File: config.mk
export PLATFORM = sky130hd
export DESIGN_NAME = excitation_sample_sequencer_top
export DESIGN_NICKNAME = d
export VERILOG_FILES = /design/src/rtl/core/ess_pkg.sv /design/src/rtl/core/ess_core.sv /design/src/rtl/core/excitation_sample_sequencer_top.sv
export SDC_FILE = /design/constraint.sdc
export NUM_CORES = 1
export LEC_CHECK = 0
export ABC_AREA = 1
export BUFFER_PORTS_ARGS = -buffer_cell sky130_fd_sc_hd__buf_4
export CAP_MARGIN = 20
export CORE_MARGIN = 2
export CORE_UTILIZATION = 60
export DETAILED_ROUTE_END_ITERATION = 6
export PLACE_DENSITY = 0.79
export SYNTH_ARGS = -nofsm -noshare
export SYNTH_HDL_FRONTEND = slang
export SYNTH_SLANG_ARGS = --single-unit
File: constraint.sdc
create_clock -name clk_i -period 5.71 [get_ports clk_i]
set_input_delay 0.571 -clock clk_i [delete_from_list [all_inputs] [get_ports clk_i]]
set_output_delay 0.571 -clock clk_i [all_outputs]
set_load 0.03 [all_outputs]
File: src/rtl/core/ess_pkg.sv
// Shared types and constants of the excitation sample sequencer.
// Used by ess_core and excitation_sample_sequencer_top; depends on nothing.
`timescale 1ns / 1ps

package ess_pkg;

  localparam int unsigned AdcW    = 12;
  localparam int unsigned RegW    = 16;
  localparam int unsigned CfgIdxW = 3;
  localparam int unsigned SmpIdxW = 10;

  // Trim subtracted from the phase when computing the remaining wait
  localparam logic [18:0] PhaseTrim = 19'd50;

  localparam logic [RegW-1:0] StartDelayRst = 16'd2500;
  localparam logic [RegW-1:0] SampleDelayRst = 16'd200;
  localparam logic [RegW-1:0] SampleGapRst = 16'd25;
  localparam logic [RegW-1:0] PhaseLenRst = 16'd1000;
  localparam logic [RegW-1:0] CycleLimitRst = 16'd100;

  typedef enum logic [CfgIdxW-1:0] {
    CfgStartDelay  = 3'd0,
    CfgSampleDelay = 3'd1,
    CfgSampleGap   = 3'd2,
    CfgPhaseLen    = 3'd3,
    CfgCycleLimit  = 3'd4
  } cfg_idx_e;

  typedef enum logic [1:0] {
    StepToggle  = 2'd0,
    StepSample1 = 2'd1,
    StepSample2 = 2'd2,
    StepSample3 = 2'd3
  } step_e;

  typedef enum logic {
    OpTick  = 1'b0,
    OpStart = 1'b1
  } op_e;

  typedef struct packed {
    logic            op;
    logic [AdcW-1:0] adc_first;
    logic [AdcW-1:0] adc_second;
  } item_t;

  typedef struct packed {
    logic               excitation_level;
    logic               sample_valid;
    logic [AdcW-1:0]    sample_value;
    logic               phase_tag;
    logic [SmpIdxW-1:0] sample_index;
    logic               buffer_overflow;
    logic               acquisition_done;
  } res_t;

endpackage

File: src/rtl/core/ess_core.sv
// Sequencer core: configuration registers, schedule state and the per-item step.
// Depends on ess_pkg.
`timescale 1ns / 1ps

module ess_core #(
  parameter int unsigned BUF_DEPTH = 1024
) (
  input  logic                          clk_i,
  input  logic                          rst_ni,
  input  logic                          cfg_we_i,
  input  logic [ess_pkg::CfgIdxW-1:0]   cfg_index_i,
  input  logic [ess_pkg::RegW-1:0]      cfg_data_i,
  input  logic                          step_i,
  input  ess_pkg::item_t                item_i,
  output ess_pkg::res_t                 res_o
);
  import ess_pkg::*;

  localparam int unsigned IdxW = $clog2(BUF_DEPTH + 1);
  localparam logic [IdxW-1:0] DepthVal = IdxW'(BUF_DEPTH);

  logic [RegW-1:0] start_delay_q, sample_delay_q, sample_gap_q, phase_len_q, cycle_limit_q;

  step_e           step_q, step_d;
  logic            drive_q, drive_d;
  logic [RegW-1:0] ticks_q, ticks_d;
  logic [RegW-1:0] cycles_q, cycles_d;
  logic [IdxW-1:0] widx_q, widx_d;
  logic            running_q, running_d;

  logic            alarm_w;
  logic            sample_w;
  logic            full_w;
  logic [18:0]     rest_diff_w;
  logic [RegW-1:0] rest_w;
  logic [AdcW:0]   sum_w;
  logic [IdxW+SmpIdxW-1:0] widx_ext_w;

  // Configuration registers
  always_ff @(posedge clk_i or negedge rst_ni) begin
    if (!rst_ni) begin
      start_delay_q  <= StartDelayRst;
      sample_delay_q <= SampleDelayRst;
      sample_gap_q   <= SampleGapRst;
      phase_len_q    <= PhaseLenRst;
      cycle_limit_q  <= CycleLimitRst;
    end else if (cfg_we_i) begin
      case (cfg_index_i)
        CfgStartDelay:  start_delay_q  <= cfg_data_i;
        CfgSampleDelay: sample_delay_q <= cfg_data_i;
        CfgSampleGap:   sample_gap_q   <= cfg_data_i;
        CfgPhaseLen:    phase_len_q    <= cfg_data_i;
        CfgCycleLimit:  cycle_limit_q  <= cfg_data_i;
        default: ;
      endcase
    end
  end

  // Remaining wait of a phase, clamped to at least one tick
  assign rest_diff_w = {3'b000, phase_len_q} - {3'b000, sample_delay_q}
                     - {2'b00, sample_gap_q, 1'b0} - PhaseTrim;
  assign rest_w = (rest_diff_w[18] || (rest_diff_w[17:0] == 18'd0)) ?
                  RegW'(1) : rest_diff_w[RegW-1:0];

  assign alarm_w  = (item_i.op == OpTick) && running_q && (ticks_q <= RegW'(1));
  assign sample_w = alarm_w && (step_q != StepToggle);
  assign full_w   = (widx_q >= DepthVal);
  assign sum_w    = {1'b0, item_i.adc_first} + {1'b0, item_i.adc_second};
  assign widx_ext_w = {{SmpIdxW{1'b0}}, widx_q};

  // Next state
  always_comb begin
    step_d    = step_q;
    drive_d   = drive_q;
    ticks_d   = ticks_q;
    cycles_d  = cycles_q;
    widx_d    = widx_q;
    running_d = running_q;
    if (step_i) begin
      if (item_i.op == OpStart) begin
        step_d    = StepToggle;
        drive_d   = 1'b0;
        ticks_d   = start_delay_q;
        cycles_d  = '0;
        widx_d    = '0;
        running_d = 1'b1;
      end else if (running_q) begin
        if (!alarm_w) begin
          ticks_d = ticks_q - RegW'(1);
        end else begin
          case (step_q)
            StepToggle: begin
              drive_d = ~drive_q;
              ticks_d = sample_delay_q;
              step_d  = StepSample1;
            end
            StepSample1: begin
              ticks_d = sample_gap_q;
              step_d  = StepSample2;
            end
            StepSample2: begin
              ticks_d = sample_gap_q;
              step_d  = StepSample3;
            end
            StepSample3: begin
              ticks_d = rest_w;
              step_d  = StepToggle;
              // An off phase just finished: count one full cycle, saturating
              if (!drive_q && (cycles_q != '1)) begin
                cycles_d = cycles_q + RegW'(1);
              end
            end
            default: step_d = StepToggle;
          endcase
          if (sample_w && !full_w) begin
            widx_d = widx_q + IdxW'(1);
          end
          if (cycles_d >= cycle_limit_q) begin
            running_d = 1'b0;
          end
        end
      end
    end
  end

  // Result of the item
  always_comb begin
    res_o = '0;
    res_o.excitation_level = drive_d;
    res_o.acquisition_done = alarm_w && (cycles_d >= cycle_limit_q);
    if (sample_w) begin
      res_o.sample_valid    = 1'b1;
      res_o.sample_value    = sum_w[AdcW:1];
      res_o.phase_tag       = drive_q;
      res_o.buffer_overflow = full_w;
      res_o.sample_index    = full_w ? '0 : widx_ext_w[SmpIdxW-1:0];
    end
  end

  always_ff @(posedge clk_i or negedge rst_ni) begin
    if (!rst_ni) begin
      step_q    <= StepToggle;
      drive_q   <= 1'b0;
      ticks_q   <= '0;
      cycles_q  <= '0;
      widx_q    <= '0;
      running_q <= 1'b0;
    end else begin
      step_q    <= step_d;
      drive_q   <= drive_d;
      ticks_q   <= ticks_d;
      cycles_q  <= cycles_d;
      widx_q    <= widx_d;
      running_q <= running_d;
    end
  end

`ifndef SYNTH
  a_sample_needs_run: assert property (@(posedge clk_i) disable iff (!rst_ni)
    (step_i && res_o.sample_valid) |-> (running_q && (item_i.op == OpTick)))
    else $error("sample produced while not running");

  a_done_stops: assert property (@(posedge clk_i) disable iff (!rst_ni)
    (step_i && res_o.acquisition_done) |=> !running_q)
    else $error("block still running after done");

  a_ovf_index: assert property (@(posedge clk_i) disable iff (!rst_ni)
    res_o.buffer_overflow |-> (res_o.sample_valid && (res_o.sample_index == '0)))
    else $error("overflow without sample or with nonzero index");

  a_widx_bound: assert property (@(posedge clk_i) disable iff (!rst_ni)
    widx_q <= DepthVal)
    else $error("write index past buffer depth");

  a_start_arms: assert property (@(posedge clk_i) disable iff (!rst_ni)
    (step_i && (item_i.op == OpStart)) |=> (running_q && (widx_q == '0) && !drive_q))
    else $error("start did not arm the sequencer");
`endif

endmodule

File: src/rtl/core/excitation_sample_sequencer_top.sv
// Top level of the excitation sample sequencer: input and result registers
// around the sequencer core. Depends on ess_pkg and ess_core.
`timescale 1ns / 1ps

// Excitation sample sequencer. Each input item is a timer tick carrying two
// 12-bit converter readings (op = 0) or a start command (op = 1). After a
// start the block waits start_delay ticks, then toggles the excitation drive
// (first toggle turns it on), takes three samples sample_delay and then
// inter_sample_gap ticks later, and waits the rest of the phase before the
// next toggle; it stops and pulses acquisition_done after cycle_limit full
// on/off cycles. Every item yields exactly one result item. Throughput is one
// item per clock cycle while the result side is not stalled. An accepted item
// is held in the input register, and its result is captured in the result
// register when the item advances through the core. The whole schedule
// update of an item is done combinationally by the core's step logic, which
// is what sets that rate. Both sides may stall freely: the input register and
// the result register decouple them, and a new item is taken whenever the
// result register is free or being drained. Configuration writes are always
// accepted and must only be issued while no item is in flight. There is no
// memory and no post-reset clearing pass.
module excitation_sample_sequencer_top #(
  parameter int unsigned BUF_DEPTH = 1024
) (
  input  logic                          clk_i,
  input  logic                          rst_ni,
  // Configuration write channel
  input  logic                          cfg_valid_i,
  output logic                          cfg_ready_o,
  input  logic [ess_pkg::CfgIdxW-1:0]   cfg_index_i,
  input  logic [ess_pkg::RegW-1:0]      cfg_data_i,
  // Input item channel
  input  logic                          in_valid_i,
  output logic                          in_ready_o,
  input  logic                          op_i,
  input  logic [ess_pkg::AdcW-1:0]      adc_first_i,
  input  logic [ess_pkg::AdcW-1:0]      adc_second_i,
  // Result item channel
  output logic                          out_valid_o,
  input  logic                          out_ready_i,
  output logic                          excitation_level_o,
  output logic                          sample_valid_o,
  output logic [ess_pkg::AdcW-1:0]      sample_value_o,
  output logic                          phase_tag_o,
  output logic [ess_pkg::SmpIdxW-1:0]   sample_index_o,
  output logic                          buffer_overflow_o,
  output logic                          acquisition_done_o
);
  import ess_pkg::*;

  logic  in_vld_q, in_vld_d;
  item_t in_item_q;
  logic  out_vld_q, out_vld_d;
  res_t  out_res_q;
  res_t  core_res;
  logic  advance;

  // Config registers take a write on any cycle
  assign cfg_ready_o = 1'b1;

  // Move the held item through the core when the result register is free
  // or is being drained in this same cycle
  assign advance    = in_vld_q && (!out_vld_q || out_ready_i);
  assign in_ready_o = !in_vld_q || advance;

  always_comb begin
    in_vld_d = in_vld_q;
    if (in_valid_i && in_ready_o) begin
      in_vld_d = 1'b1;
    end else if (advance) begin
      in_vld_d = 1'b0;
    end
  end

  always_comb begin
    out_vld_d = out_vld_q;
    if (advance) begin
      out_vld_d = 1'b1;
    end else if (out_ready_i) begin
      out_vld_d = 1'b0;
    end
  end

  always_ff @(posedge clk_i or negedge rst_ni) begin
    if (!rst_ni) begin
      in_vld_q  <= 1'b0;
      out_vld_q <= 1'b0;
    end else begin
      in_vld_q  <= in_vld_d;
      out_vld_q <= out_vld_d;
    end
  end

  // Capture the item on acceptance; hold it otherwise
  always_ff @(posedge clk_i) begin
    if (in_valid_i && in_ready_o) begin
      in_item_q.op         <= op_i;
      in_item_q.adc_first  <= adc_first_i;
      in_item_q.adc_second <= adc_second_i;
    end
  end

  ess_core #(
    .BUF_DEPTH (BUF_DEPTH)
  ) u_core (
    .clk_i       (clk_i),
    .rst_ni      (rst_ni),
    .cfg_we_i    (cfg_valid_i && cfg_ready_o),
    .cfg_index_i (cfg_index_i),
    .cfg_data_i  (cfg_data_i),
    .step_i      (advance),
    .item_i      (in_item_q),
    .res_o       (core_res)
  );

  // Hold the result until it is taken
  always_ff @(posedge clk_i) begin
    if (advance) begin
      out_res_q <= core_res;
    end
  end

  assign out_valid_o        = out_vld_q;
  assign excitation_level_o = out_res_q.excitation_level;
  assign sample_valid_o     = out_res_q.sample_valid;
  assign sample_value_o     = out_res_q.sample_value;
  assign phase_tag_o        = out_res_q.phase_tag;
  assign sample_index_o     = out_res_q.sample_index;
  assign buffer_overflow_o  = out_res_q.buffer_overflow;
  assign acquisition_done_o = out_res_q.acquisition_done;

endmodule
-- After elaboration in Yosys (flattened, before gate mapping)
Index checks and enable logic that the tools add are counted.
- register bits after elaboration: 181
- bits of input ports: 49
- output and inout port bits: 30
- word-level logic and storage cells: 117
- add/sub/neg operators: 7
- $lt $le $gt $ge: 4
- equal/unequal tests: 8
- mux-type cells: 38
- bitwise logic cells: 3
- reduce and logical (&&, ||, !) cells: 34
- operators by type and width (kind ; number):
    16-bit two-way mux ; 14
    16-bit case mux with 3 select lines ; 1
    11-bit two-way mux ; 4
    16-bit greater-or-equal comparator ; 2
    25-bit two-way mux ; 1
    19-bit by 17-bit subtractor with 19-bit output ; 1
    19-bit by 6-bit subtractor with 19-bit output, second input constant ; 1
    18-bit zero test ; 1
    16-bit by 16-bit subtractor with 17-bit output ; 1
    16-bit by 1-bit adder with 16-bit output, second input constant ; 1
    16-bit by 1-bit less-or-equal comparator with 1-bit output, second input constant ; 1
    16-bit != test, second input constant ; 1
    16-bit by 1-bit subtractor with 16-bit output, second input constant ; 1
    12-bit by 12-bit adder with 13-bit output ; 1
    1-bit two-way mux ; 13
    2-bit AND reduction ; 6
    2-bit nonzero test ; 6
    11-bit by 1-bit adder with 11-bit output, second input constant ; 1
    11-bit greater-or-equal comparator, second input constant ; 1
    10-bit two-way mux ; 1
    1-bit logical AND ; 8
    2-bit case mux with 4 select lines ; 1
    3-bit by 2-bit == test with 1-bit output, second input constant ; 2
    2-bit two-way mux ; 3
    other kinds (12) ; 21

-- Logic depth before layout (Yosys ltp)
Gate-level depths: netlist (run 1).
- depth in word-level cells: 14
- mapped depth: 33
- mapped depth without buffers: 33

-- Hierarchy
Synthesis (run 1) repeated with hierarchy kept, for this count alone.
- cells, all modules: 1497
- area, all modules: 11800.1 um2
- modules (own cells, without submodules) (module ; times used ; cells each ; area each (um2) ; sequential area each (um2)):
    ess_core ; 1 ; 1431 ; 10132.2 ; 3203.1
    excitation_sample_sequencer_top ; 1 ; 66 ; 1667.8 ; 1611.5

-- Worst setup path after synthesis (run 1)
Ideal clock, no wire load.
- kind: reg-to-reg
- start point: register u_core.sample_delay_q[6]
- end point: register u_core.ticks_q[5]
- library setup time: 0.116 ns
- data arrival time: 3.873 ns
- data required time: 5.594 ns
- slack: 1.721 ns
- cell stages (with the launch flop): 34
- buffers on the path: 1
- clock period less this slack: 3.989 ns
- cells stage by stage: dfstp_2 -> inv_1 -> ha_1 -> nand2_1 -> o21ai_0 -> o21bai_1 -> a21oi_1 -> o21ai_0 -> nand2_1 -> nand2_1 -> a21oi_1 -> xor2_1 -> ha_1 -> inv_1 -> ha_1 -> nand2_1 -> nand2_1 -> nand2_1 -> nand2_1 -> a21oi_1 -> nand2_1 -> nand2_1 -> nand2_1 -> nor2_1 -> nand2_1 -> nor2_1 -> nand2_1 -> nand2_1 -> buf_2 -> o21ai_0 -> nand2_1 -> nand2_1 -> nand2_1 -> nand2_1
- word-level cells in the longest chain between the ends: 10
- RTL lines (element ; RTL line ; RTL):
    start, declared ; ess_core.sv:22 ; logic [RegW-1:0] start_delay_q, sample_delay_q, sample_gap_q, phase_len_q, cycle_limit_q;
    start signal, assigned ; ess_core.sv:43 ; sample_delay_q <= SampleDelayRst;
    start signal, assigned ; ess_core.sv:50 ; CfgSampleDelay: sample_delay_q <= cfg_data_i;
    16-bit by 16-bit subtractor with 17-bit output (*) ; ess_core.sv:60 ; assign rest_diff_w = {3'b000, phase_len_q} - {3'b000, sample_delay_q}
    19-bit by 17-bit subtractor with 19-bit output (*) ; ess_core.sv:61 ; - {2'b00, sample_gap_q, 1'b0} - PhaseTrim;
    19-bit by 6-bit subtractor with 19-bit output (*) ; ess_core.sv:61 ;
    18-bit zero test ; ess_core.sv:62 ; assign rest_w = (rest_diff_w[18] || (rest_diff_w[17:0] == 18'd0)) ?
    1-bit logical OR (*) ; ess_core.sv:62 ;
    16-bit two-way mux (*) ; ess_core.sv:62 ;
    16-bit case mux with 3 select lines (*) ; ess_core.sv:91 ; case (step_q)
    16-bit two-way mux (*) ; ess_core.sv:88 ; if (!alarm_w) begin
    16-bit two-way mux (*) ; ess_core.sv:87 ; end else if (running_q) begin
    16-bit two-way mux (*) ; ess_core.sv:80 ; if (item_i.op == OpStart) begin
    end signal, assigned ; ess_core.sv:151 ; ticks_q <= ticks_d;
    end, declared ; ess_core.sv:26 ; logic [RegW-1:0] ticks_q, ticks_d;
Mark *: on every way between the ends. The rest lies on a longest branch, timed or not. The select of a mux whose other input is x is not followed.
A chain may end at the register's enable or synchronous reset.

-- Final worst setup path (run 1)
- start point: register u_core.sample_delay_q[6]
- end point: register u_core.ticks_q[13]
- word-level cells in the longest chain between the ends: 10
- RTL lines (element ; RTL line):
    16-bit by 16-bit subtractor with 17-bit output (*) ; ess_core.sv:60
    19-bit by 17-bit subtractor with 19-bit output (*) ; ess_core.sv:61
    19-bit by 6-bit subtractor with 19-bit output (*) ; ess_core.sv:61
    18-bit zero test ; ess_core.sv:62
    1-bit logical OR ; ess_core.sv:62
    16-bit two-way mux (*) ; ess_core.sv:62
    16-bit case mux with 3 select lines (*) ; ess_core.sv:91
    16-bit two-way mux (*) ; ess_core.sv:88
    16-bit two-way mux (*) ; ess_core.sv:87
    16-bit two-way mux (*) ; ess_core.sv:80
Marks and branches as above.

==> summary.md, run 1 <==
| Metric | Value |
|---|---|
| Status | `complete, no violations` |
| Slew HR | `30.5%` |
| Worst-skew pair later-pin latency | `440 ps` |
| Share of cells above drive strength 1 | `approximately a tenth` |
| Vias in the first global route | `10,100` |
| Peak VDD IR | `0.365 mV` |
| Post-synthesis cell count | `1,536` |
| Final Max Slew Viols | `0` |
| CP Max Fanout | `15` |
| RR Startpoint | `u_core.sample_delay_q[6]` |
| Syn Nets | `1,687` |
| Slowest CP cell | `dfstp_2` |
| Hold-fix buffers, CTS | `0` |
| Share of synthesized registers carrying an async set or reset | `between 70% and 80%` |
| Avg Cell Area, Syn | `7.66 sq um` |
| Die Ht | `144 um` |
| Number of cells on the critical path | `30` |
| Mapped cell area | `0.0118 sq mm` |
| Global-route wire length before repair | `50.6 mm` |
| Cts repair resizes | `0` |
| Via Count | `10,600` |
| Max Cap Violations | `0` |
| P per Cell Area | `444 mW/mm^2` |
| Routed WL | `31.3 mm` |
| Max incr delay on CP | `530 ps` |
| Final instance area | `0.0131 sq mm` |
| Cts bufs inserted | `17` |
| Synth top area cells | `dfrtp_1 23%, edfxtp_1 13%, nand2_1 13%` |
| Fmax | `211 MHz` |
| Leak Pwr | `0.00658 uW` |
| Port-buffer cells | `77` |
| Hpwl dp | `23.2 mm` |
| R2r endpoint | `u_core.ticks_q[13]` |
| GRT Util Overall | `31.5%` |
| WL per Instance | `16.7 um` |
| Synth cell types | `53` |
| Most common cell on crit path | `nand2_1` |
| Initial DRC count | `860` |
| Worst Skew | `14.1 ps` |
| Setup WS pre-CTS | `1100 ps` |
| Worst-Margin Slew | `1040 ps` |
| Post-CTS Setup Repair Bufs | `0` |
| Final setup viols | `0` |
| IO Pins | `79` |
| Placed inst area | `0.0126 sq mm` |
| Root Driver | `clkbuf_16` |
| Worst Hold Class | `in -> async` |
| Worst Path Buf+Inv | `2` |
| Overall power | `5830 uW` |
| Die Area | `between 0.02 and 0.025 sq mm` |
| CP Launch Type | `flip-flop` |
| Synthesized flop and latch total | `181` |
| CTS max path bufs | `2` |
| CTS tree | `built` |
| Routed vias/inst | `5.63` |
| Required time of the critical path | `6090 ps` |
| Most frequent cells in the layout | `398 x nand2_1, 225 x inv_1, 167 x o21ai_0` |
| Gpl congestion | `0.969` |
| DRC Markers | `0` |
| Period utilization | `82.9%` |
| Area grow syn2layout | `11.7%` |
| Post-synthesis sequential area ratio | `between 40% and 50%` |
| Antenna-violating nets left | `0` |
| Crit. End Element | `flip-flop` |
| Synth Flop Type | `dfrtp_1` |
| CP Launch Point | `u_core.sample_delay_q[6]` |
| Reg2Reg Setup Slack | `just under 1000 ps` |
| Final hold viol count | `0` |
| H-tree depth | `4` |
| Number of synthesized flops with an enable pin | `52` |
| Commonest non-fill, non-tap cell in the layout | `nand2_1` |
| DRT Pass-1 Iters | `6` |
| Die Span X | `~140 um` |
| Antenna violations before repair | `0` |
| Sink Count | `181` |
| Final setup TNS | `0 ps` |
| Final WS setup | `977 ps` |
| GRT overflow | `0` |
| Syn. warnings | `0` |
| Clock-pin transition on the worst setup and hold timing paths | `70 ps` |
| Synth area leader | `dfrtp_1` |
| Worst path arrival time | `5110 ps` |
| Reg2reg path depth | `30` |
| RSZ-0062 raised after global routing | `false` |
| Critical setup path kind | `reg -> reg` |
| Worst path top cell family by delay | `simple AND/OR/NAND/NOR gates` |
| Tmin final | `4730 ps` |
| Layout Nets | `1,753` |
| Initial Utilization | `around 60%` |
| Std-Cell Rows | `51` |
| Antenna fix cells | `0` |
| Core footprint | `0.0193 sq mm` |
| CP endpoint | `u_core.ticks_q[13]` |
| Yosys top cell area share | `23.2%` |
| Largest net degree at the start of global routing | `67` |
## registers in the layout, indices dropped and copies added, names as in the netlist, 2 cells and up
| name | cells |
|---|---|
| u_core.phase_len_q | 16 |
| sample_index_o | 10 |
| in_item_q | 25 |
| u_core.cycle_limit_q | 16 |
| sample_value_o | 12 |
| u_core.start_delay_q | 16 |
| u_core.step_q | 2 |
| u_core.ticks_q | 16 |
| u_core.cycles_q | 16 |
| u_core.sample_gap_q | 16 |
| u_core.widx_q | 11 |
| u_core.sample_delay_q | 16 |
## cell type report
type	count	area, sq um
tap	265	332
inverter	227	852
multi-input combinational	1087	5930
clock buffer	20	437
sequential	181	4810
timing repair buffer	88	668
clock inverter	12	98.8
fill	1663	6200
## layer usage
layer	up-vias	GRT usage (%)	share of wire, %	wire (um)
li1	5138	-	-	-
met1	4931	41.8	42	13000
met2	429	50.1	46	14500
met3	95	5.83	7.4	2330
met4	0	15.4	4.8	1500
met5	-	0	0	0
## worst min-delay path by stage
stage	startpoint	end	slack (ps)	depth (start not counted)
floorplan	rst_ni	in_vld_q	280	0
global placement	u_core.sample_delay_q[9]	u_core.sample_delay_q[9]	470	2
detailed placement	u_core.cycle_limit_q[14]	u_core.cycle_limit_q[14]	470	2
CTS	rst_ni	u_core.cycles_q[2]	260	1
global route	rst_ni	u_core.cycles_q[2]	290	1
finish	rst_ni	u_core.cycles_q[2]	230	1
## Yosys cell counts, types with 3 or more instances
master / instances
inv_1: 225
ha_1: 99
a21o_1: 3
a21oi_1: 107
dfstp_2: 20
xor2_1: 33
nand3_1: 47
o21ai_0: 167
nand4_1: 16
a211oi_1: 4
clkbuf_1: 35
nand2_1: 398
xnor2_1: 5
dfrtp_1: 109
nor3_1: 23
o21bai_1: 4
o31ai_1: 4
nor2_1: 123
or2_2: 5
nand3b_1: 5
nor4_1: 5
nand2_2: 3
fa_1: 3
edfxtp_1: 52
a31oi_1: 5
## where the power goes
group          switching, uW  internal (uW)  total [uW]
clock                    529            565        1090
sequential               181           1560        1740
combinational           1960           1030        2990
total                   2670           3160        5830
## cell families after synthesis
family / share of synthesized area (%)
simple gates: 22.7
compound gates: 13.7
buf+inv: 8.67
flops: 40.9
fa+ha+maj: 11.0
xor+xnor: 2.83
other cells: 0.0319
## metrics by stage
| stage | utilization [%] | instances | hold WS (ps) |
|---|---|---|---|
| floorplan | - | 1536 | 275 |
| global placement | 65.1 | 1847 | 467 |
| detailed placement | 65.1 | 1847 | 474 |
| CTS | 67.8 | 1879 | 258 |
| global route | 67.9 | 1880 | 292 |
| finish | 67.9 | 1880 | 228 |
(Power assumes the default switching activity.)
==> run 2, diff against run 1 <==
CORE_UTILIZATION = 56   (was 60)
PLACE_DENSITY = 0.78   (was 0.79)
clock period = 4.3 ns   (was 5.71 ns; I/O delays follow)
==> run 2 against run 1 <==
Core utilization down 1.7 points. Clock skew down 2.0 ps. Critical path depth up 3. Worst setup slack worse by 820 ps. Register-to-register slack worse by 820 ps. Non-clock buffer count up 25. Global-route usage down 3.9 points. Clock-buffer cell count down 1. Maximum frequency up 14%. Wire length down 0.39%. Sequential power up 33%. Critical endpoint is now u_core.ticks_q[11]. Highest routed layer unchanged.
==> summary.md, run 2 (synthesis gave the netlist of run 1 again) <==
| Metric | Value |
|---|---|
| Max Cap Violations | `0 (unchanged)` |
| Met3 usage | `4.74% (-1.1 points)` |
| Worst Skew | `12.1 ps (-1.99 ps)` |
| Die Ht | `149 um (+3.4%)` |
| Hpwl dp | `22.9 mm (-1.4%)` |
| CP Launch Type | `flip-flop` |
| GRT overflow | `0 (unchanged)` |
| Sink Count | `181 (unchanged)` |
| Final hold viol count | `0 (unchanged)` |
| Most common cell on crit path | `nand2_1` |
| DRT Pass-1 Iters | `6 (unchanged)` |
| Antenna-violating nets left | `0 (unchanged)` |
| Via Count | `10,600 (+0.16%)` |
| Peak VDD IR | `0.901 mV (+150%)` |
| Final setup viols | `0 (unchanged)` |
| Antenna fix cells | `0 (unchanged)` |
| Worst-skew pair later-pin latency | `440 ps (about the same)` |
| Net switching power | `4000 uW (+50%)` |
| Root Driver | `clkbuf_16` |
| Routed vias/inst | `5.54 (-1.7%)` |
| RR Startpoint | `u_core.sample_delay_q[6]` |
| Gpl congestion | `0.942 (-2.8%)` |
| Die Area | `0.0222 sq mm (+6.9%)` |
| Die Span X | `149 um (+3.4%)` |
| Overall power | `8800 uW (+51%)` |
| Critical setup path kind | `reg -> reg` |
| Largest net degree at the start of global routing | `70 (+4.5%)` |
| CTS tree | `built` |
| IO Pins | `79 (unchanged)` |
| DRC Markers | `0 (unchanged)` |
| CTS max path bufs | `2 (unchanged)` |
| Clock share of power | `17.8% (-1.0 points)` |
| H-tree depth | `4 (unchanged)` |
| Status | `complete, no violations` |
| Clock-pin transition on the worst setup and hold timing paths | `70 ps (about the same)` |
| GRT Util Overall | `27.7% (-3.9 points)` |
| Setup WS pre-CTS | `-11.7 ps (-1110 ps)` |
| Top Usage Layer GRT | `met2` |
| Area grow syn2layout | `17.2%` |
| Grt met1 use | `37.5% (-4.3 points)` |
| Max incr delay on CP | `540 ps (about the same)` |
| Global-route wire length before repair | `48.6 mm (-3.9%)` |
| Logic pwr share | `55.9% (+4.6 points)` |
| Port-buffer cells | `77 (unchanged)` |
| Std-Cell Rows | `53 (+3.9%)` |
| Initial DRC count | `955 (+11%)` |
| Final setup TNS | `0 ps (unchanged)` |
| Sw frac | `45.4% (-0.36 points)` |
| Tmin final | `4150 ps (-587 ps)` |
| Cts bufs inserted | `17 (unchanged)` |
| Reg2Reg Setup Slack | `150 ps (-820 ps)` |
| Crit. End Element | `flip-flop` |
| Final WS setup | `154 ps (-823 ps)` |
| Slowest CP cell | `dfstp_2` |
| CP Max Fanout | `8 (-7)` |
| Routed WL | `31.2 mm (-0.39%)` |
| Share of cells above drive strength 1 | `15.7% (+6.0 points)` |
| Reg2reg path depth | `33 (+10%)` |
| Leak Pwr | `0.00680 uW (+3.4%)` |
| Required time of the critical path | `4630 ps (-1460 ps)` |
| Fmax | `241 MHz (+14%)` |
| Most frequent cells in the layout | `381 x nand2_1, 217 x inv_1, 155 x o21ai_0` |
| Slew HR | `34.6% (+4.1 points)` |
| Core footprint | `0.0208 sq mm (+7.7%)` |
| R2r endpoint | `u_core.ticks_q[11]` |
| Commonest non-fill, non-tap cell in the layout | `nand2_1` |
| Period utilization | `96.4% (+14 points)` |
| Worst-Margin Slew | `980 ps (-60.2 ps)` |
| Final Max Slew Viols | `0 (unchanged)` |
| WL per Instance | `16.3 um (-2.2%)` |
| RSZ-0062 raised after global routing | `true` |
| Antenna violations before repair | `0 (unchanged)` |
| P per Cell Area | `639 mW/mm^2 (+44%)` |
| Worst path arrival time | `4470 ps (-640 ps)` |
| Flop pwr share | `26.2% (-3.7 points)` |
| Layout Nets | `1,778 (+1.4%)` |
| Largest register FFs | `25 (unchanged)` |
| Top reg by flops | `in_item_q` |
| Worst Hold Class | `in -> async` |
| Internal cell power | `4800 uW (+52%)` |
| Met2 GRT Util | `45.2% (-4.9 points)` |
| Initial Utilization | `56.5% (-4.3 points)` |
| Vias in the first global route | `9,833 (-2.4%)` |
==> run 2: cell types whose count changed in the layout (fill, tap and decap cells not counted), sizes merged <==
| cell | before | now |
|---|---|---|
| clkbuf | 20 | 19 |
| bufinv | 0 | 1 |
| clkinvlp | 4 | 0 |
| buf | 88 | 113 |
| inv | 229 | 235 |
| clkinv | 6 | 4 |
==> run 2: layout make-up <==
cell class,instances,area (sq um)
timing repair buffer,113,896
sequential,181,4810
tap,275,344
multi-input combinational,1087,6300
clock inverter,13,136
inverter,227,852
fill,1753,7040
clock buffer,19,443
==> run 2: layer usage <==
layer,up-vias,wire length (um)
met5,-,0
met4,0,962
met3,62,2280
met2,437,14600
met1,4942,13400
li1,5169,-
==> run 2: critical path: cells and delay by family (launching register included) <==
| family | cells | cell delay, ps |
|---|---|---|
| XOR/XNOR | 1 | 170 |
| AO/OA/AOI/OAI | 8 | 1000 |
| adder cells (fa/ha/maj) | 3 | 770 |
| buffers and inverters | 3 | 250 |
| AND/OR/NAND/NOR | 18 | 1300 |
| flip-flops | 1 | 540 |
==> run 2: worst max path at each step <==
stage / end / from / slack [ps]
floorplan: u_core.ticks_q[5] / u_core.sample_delay_q[6] / 310
CTS: u_core.ticks_q[15] / u_core.sample_delay_q[2] / 30
detailed placement: u_core.ticks_q[15] / u_core.sample_delay_q[6] / -10
finish: u_core.ticks_q[11] / u_core.sample_delay_q[6] / 150
global placement: u_core.ticks_q[11] / u_core.sample_delay_q[2] / 50
global route: u_core.ticks_q[3] / u_core.sample_delay_q[6] / -110
==> run 2: what timing repair did <==
action,CTS,global route
setup buffers,0,4
gates resized for setup,2,100
hold buffers,0,0
setup endpoints to repair,15,16
pin swaps,0,35
==> run 2: metrics by stage <==
step	std cells	utilization [%]	area [sq um]	hold WS [ps]
6_report	1915	66.2	13800	130
5_1_grt	1915	66.2	13800	150
4_1_cts	1909	64.1	13300	158
3_5_place_dp	1877	61.3	12800	474
3_3_place_gp	1877	61.3	12800	467
2_1_floorplan	1536	-	11800	134
==> run 2: power by group through the flow <==
stage               registers, uW  clock network [uW]  logic [uW]
global placement             2310                   0        4040
floorplan                    2310                   0        2890
finish                       2310                1570        4920
detailed placement           2320                   0        4090
global route                 2330                1650        5430
CTS                          2300                1580        4120
==> run 3, diff against run 2 <==
ABC_AREA = unset   (was 1)
CAP_MARGIN = 10   (was 20)
==> run 3 against run 2 <==
Worst setup slack lost 1000 ps. Global-route usage increased by 1.5 points. Critical path depth down 8. Sequential power shrank 3%. Combinational power grew 41%. Largest power group unchanged. Highest routed layer unchanged. Sequential cell count did not move. The flow now finishes with violations (negative setup slack). Sequential share of layout area down 0.75 points. Total power increased by 22%. Hold slack lost 58 ps.
==> summary.md, run 3 <==
| Metric | Value |
|---|---|
| Syn Nets | `1,307 (-23%)` |
| Antenna-violating nets left | `0 (unchanged)` |
| Final setup TNS | `-9980 ps (-9980 ps)` |
| Met2 GRT Util | `49.4% (+4.2 points)` |
| GRT overflow | `0 (unchanged)` |
| Tmin final | `5190 ps (+1040 ps)` |
| CTS tree | `built` |
| Clock-pin transition on the worst setup and hold timing paths | `80 ps (about the same)` |
| Hpwl dp | `21.4 mm (-6.3%)` |
| Final WS setup | `-886 ps (-1040 ps)` |
| Synth cell types | `74 (+40%)` |
| Share of synthesized registers carrying an async set or reset | `71.3% (unchanged)` |
| Hold_ws | `71.8 ps (-58.0 ps)` |
| Core footprint | `0.0195 sq mm (-6.2%)` |
| Share of cells above drive strength 1 | `29.7% (+14 points)` |
| Synth Flop Type | `dfrtp_1` |
| Routed WL | `31.8 mm (+1.9%)` |
| Status | `finished, violations left` |
| Vias in the first global route | `9,820 (-0.13%)` |
| WL per Instance | `19.6 um (+20%)` |
| Die Area | `0.0211 sq mm (-5.0%)` |
| Layout Nets | `1,497 (-16%)` |
| Initial Utilization | `57.2% (+0.68 points)` |
| Sink Count | `181 (unchanged)` |
| Routed vias/inst | `6.15 (+11%)` |
| Gpl congestion | `0.927 (-1.5%)` |
| Worst Hold Class | `in -> async` |
| H-tree depth | `4 (unchanged)` |
| Worst-skew pair later-pin latency | `450 ps (about the same)` |
| Final setup viols | `16 (+16)` |
| Die Span X | `145 um (-2.5%)` |
| Global-route wire length before repair | `49.8 mm (+2.5%)` |
| IO Pins | `79 (unchanged)` |
| Final Max Slew Viols | `0 (unchanged)` |
| Die Ht | `145 um (-2.5%)` |
| Std-Cell Rows | `51 (-3.8%)` |
| Initial DRC count | `988 (+3.5%)` |
| Root Driver | `clkbuf_16` |
| Slew HR | `21.5% (-13 points)` |
| CP Launch Type | `flip-flop` |
| Port-buffer cells | `77 (unchanged)` |
| DRC Markers | `0 (unchanged)` |
| Mapped cell area | `0.0112 sq mm (-5.1%)` |
| Worst Skew | `14.6 ps (+2.52 ps)` |
| CP Max Fanout | `4 (-4)` |
| Peak VDD IR | `1.22 mV (+36%)` |
| Number of synthesized flops with an enable pin | `52 (unchanged)` |
| Critical setup path kind | `reg -> reg` |
| Via Count | `9,994 (-5.8%)` |
| Synthesized flop and latch total | `181 (unchanged)` |
| Yosys top cell area share | `24.4% (+1.2 points)` |
| Top reg by flops | `in_item_q` |
| Final hold viol count | `0 (unchanged)` |
| CTS max path bufs | `2 (unchanged)` |
| Most frequent cells in the layout | `203 x buf_4, 109 x dfrtp_1, 105 x nand2_1` |
| Largest register FFs | `25 (unchanged)` |
| Failing checks | `negative setup slack` |
| RSZ-0062 raised after global routing | `true` |
| Max Cap Violations | `0 (unchanged)` |
| Synth top area cells | `dfrtp_1 24%, edfxtp_1 14%, ha_1 11%` |
| Grt met1 use | `37.3% (-0.20 points)` |
| Commonest non-fill, non-tap cell in the layout | `buf_4` |
| Largest net degree at the start of global routing | `103 (+47%)` |
| Hold-fix buffers, CTS | `0 (unchanged)` |
| Top Usage Layer GRT | `met2` |
| Crit. End Element | `flip-flop` |
| Post-synthesis sequential area ratio | `43.1% (+2.2 points)` |
| P per Cell Area | `764 mW/mm^2 (+20%)` |
| DRT Pass-1 Iters | `5 (-1)` |
| Antenna violations before repair | `0 (unchanged)` |
| Required time of the critical path | `4660 ps (+30 ps)` |
| Area grow syn2layout | `26.2%` |
| Synth area leader | `dfrtp_1` |
| Leak Pwr | `0.00618 uW (-9.1%)` |
| Period utilization | `121% (+24 points)` |
| Post-synthesis cell count | `1,156 (-25%)` |
| Avg Cell Area, Syn | `9.65 sq um (+26%)` |
| Max incr delay on CP | `440 ps (-100 ps)` |
| GRT Util Overall | `29.2% (+1.5 points)` |
| Cts bufs inserted | `17 (unchanged)` |
| Worst path arrival time | `5540 ps (+1070 ps)` |
| Fmax | `193 MHz (-20%)` |
| Reg2Reg Setup Slack | `-890 ps (-1040 ps)` |
| Worst-Margin Slew | `1180 ps (+198 ps)` |
| Top cells by count, synth | `109 x dfrtp_1, 109 x nand2_1, 101 x o21ai_0, 99 x ha_1, 96 x inv_1` |
| Antenna fix cells | `0 (unchanged)` |
| Syn. warnings | `0 (unchanged)` |
| Met3 usage | `5.19% (+0.45 points)` |
| Slowest CP cell | `or4_4` |
## run 3: cell types whose count changed in the layout (fill, tap and decap cells not counted), sizes merged, moves of 8 or more
| cell | delta |
|---|---|
| xnor2 | +26 |
| nand2 | -293 |
| mux2 | +47 |
| nand2b | +15 |
| nor2 | -53 |
| o211ai | +11 |
| and3 | +8 |
| inv | -130 |
| nand4 | -9 |
| buf | +98 |
| a21oi | -31 |
| or3 | +8 |
| nor2b | +9 |
| o21ai | -66 |
## run 3: per-stage QoR
step	std cells	total power [uW]	worst slack (ps)	cell area, sq um	util (%)
2_1_floorplan	1156	5550	-185	11300	-
3_3_place_gp	1565	7860	-599	12900	66.0
3_5_place_dp	1565	8000	-885	12900	66.0
4_1_cts	1610	10100	-559	13800	70.7
5_1_grt	1624	11400	-1230	14100	72.2
6_report	1624	10800	-886	14100	72.2
## run 3: power breakdown
part	switching (uW)	internal (uW)
Clock	779	787
Combinational	3700	3270
Sequential	190	2050
## run 3: worst paths after layout
| path | end | cells past startpoint | start |
|---|---|---|---|
| min in group clk_i | in_item_q[11] | 1 | adc_second_i[11] |
| max in group asynchronous | u_core.phase_len_q[7] | 2 | rst_ni |
| max | u_core.ticks_q[0] | 25 | u_core.sample_delay_q[1] |
| min | u_core.cycle_limit_q[4] | 1 | rst_ni |
| min reg2reg | u_core.start_delay_q[5] | 1 | u_core.start_delay_q[5] |
| max reg2reg | u_core.ticks_q[0] | 25 | u_core.sample_delay_q[1] |
## run 3: timing repair
action | 4_1_cts | 5_1_grt
resized for setup | 53 | 34
setup endpoints to repair | 17 | 17
setup buffers | 13 | 16
hold endpoints to repair | 0 | 0
pin swaps | 32 | 39
## run 3: cells by family after synthesis
| logic type | share of synthesized area, % |
|---|---|
| flip-flops | 43.1 |
| multiplexers | 5.19 |
| buffers and inverters | 4.74 |
| XOR/XNOR | 4.71 |
| AO/OA/AOI/OAI | 15.8 |
| AND/OR/NAND/NOR | 14.7 |
| adder cells (fa/ha/maj) | 11.6 |
| other | 0.0336 |
## run 3: worst max-delay path: cells and delay by family (launching register included)
family	cells	cell delay, ps
AOI/OAI and AO/OA	11	1860
xor gates and xnor gates	1	200
adders and majority gates	3	720
buffers and inverters	3	210
DFF	1	400
and+or+nand+nor	7	1690
## run 3: layer usage
metal	part of all wire, %	vias to the layer above
met5	0	-
met4	3.9	0
met3	7.0	122
met1	40	4882
met2	49	467
li1	-	4523
## run 3: final cells by class
| cell class | instances | area (sq um) |
|---|---|---|
| clock inverters | 15 | 174 |
| well taps | 265 | 332 |
| repair buffers | 211 | 1620 |
| inverters | 98 | 370 |
| fillers | 1347 | 5440 |
| clock buffers | 17 | 425 |
| multi-input cells | 837 | 6350 |
| flip-flops and latches | 181 | 4810 |
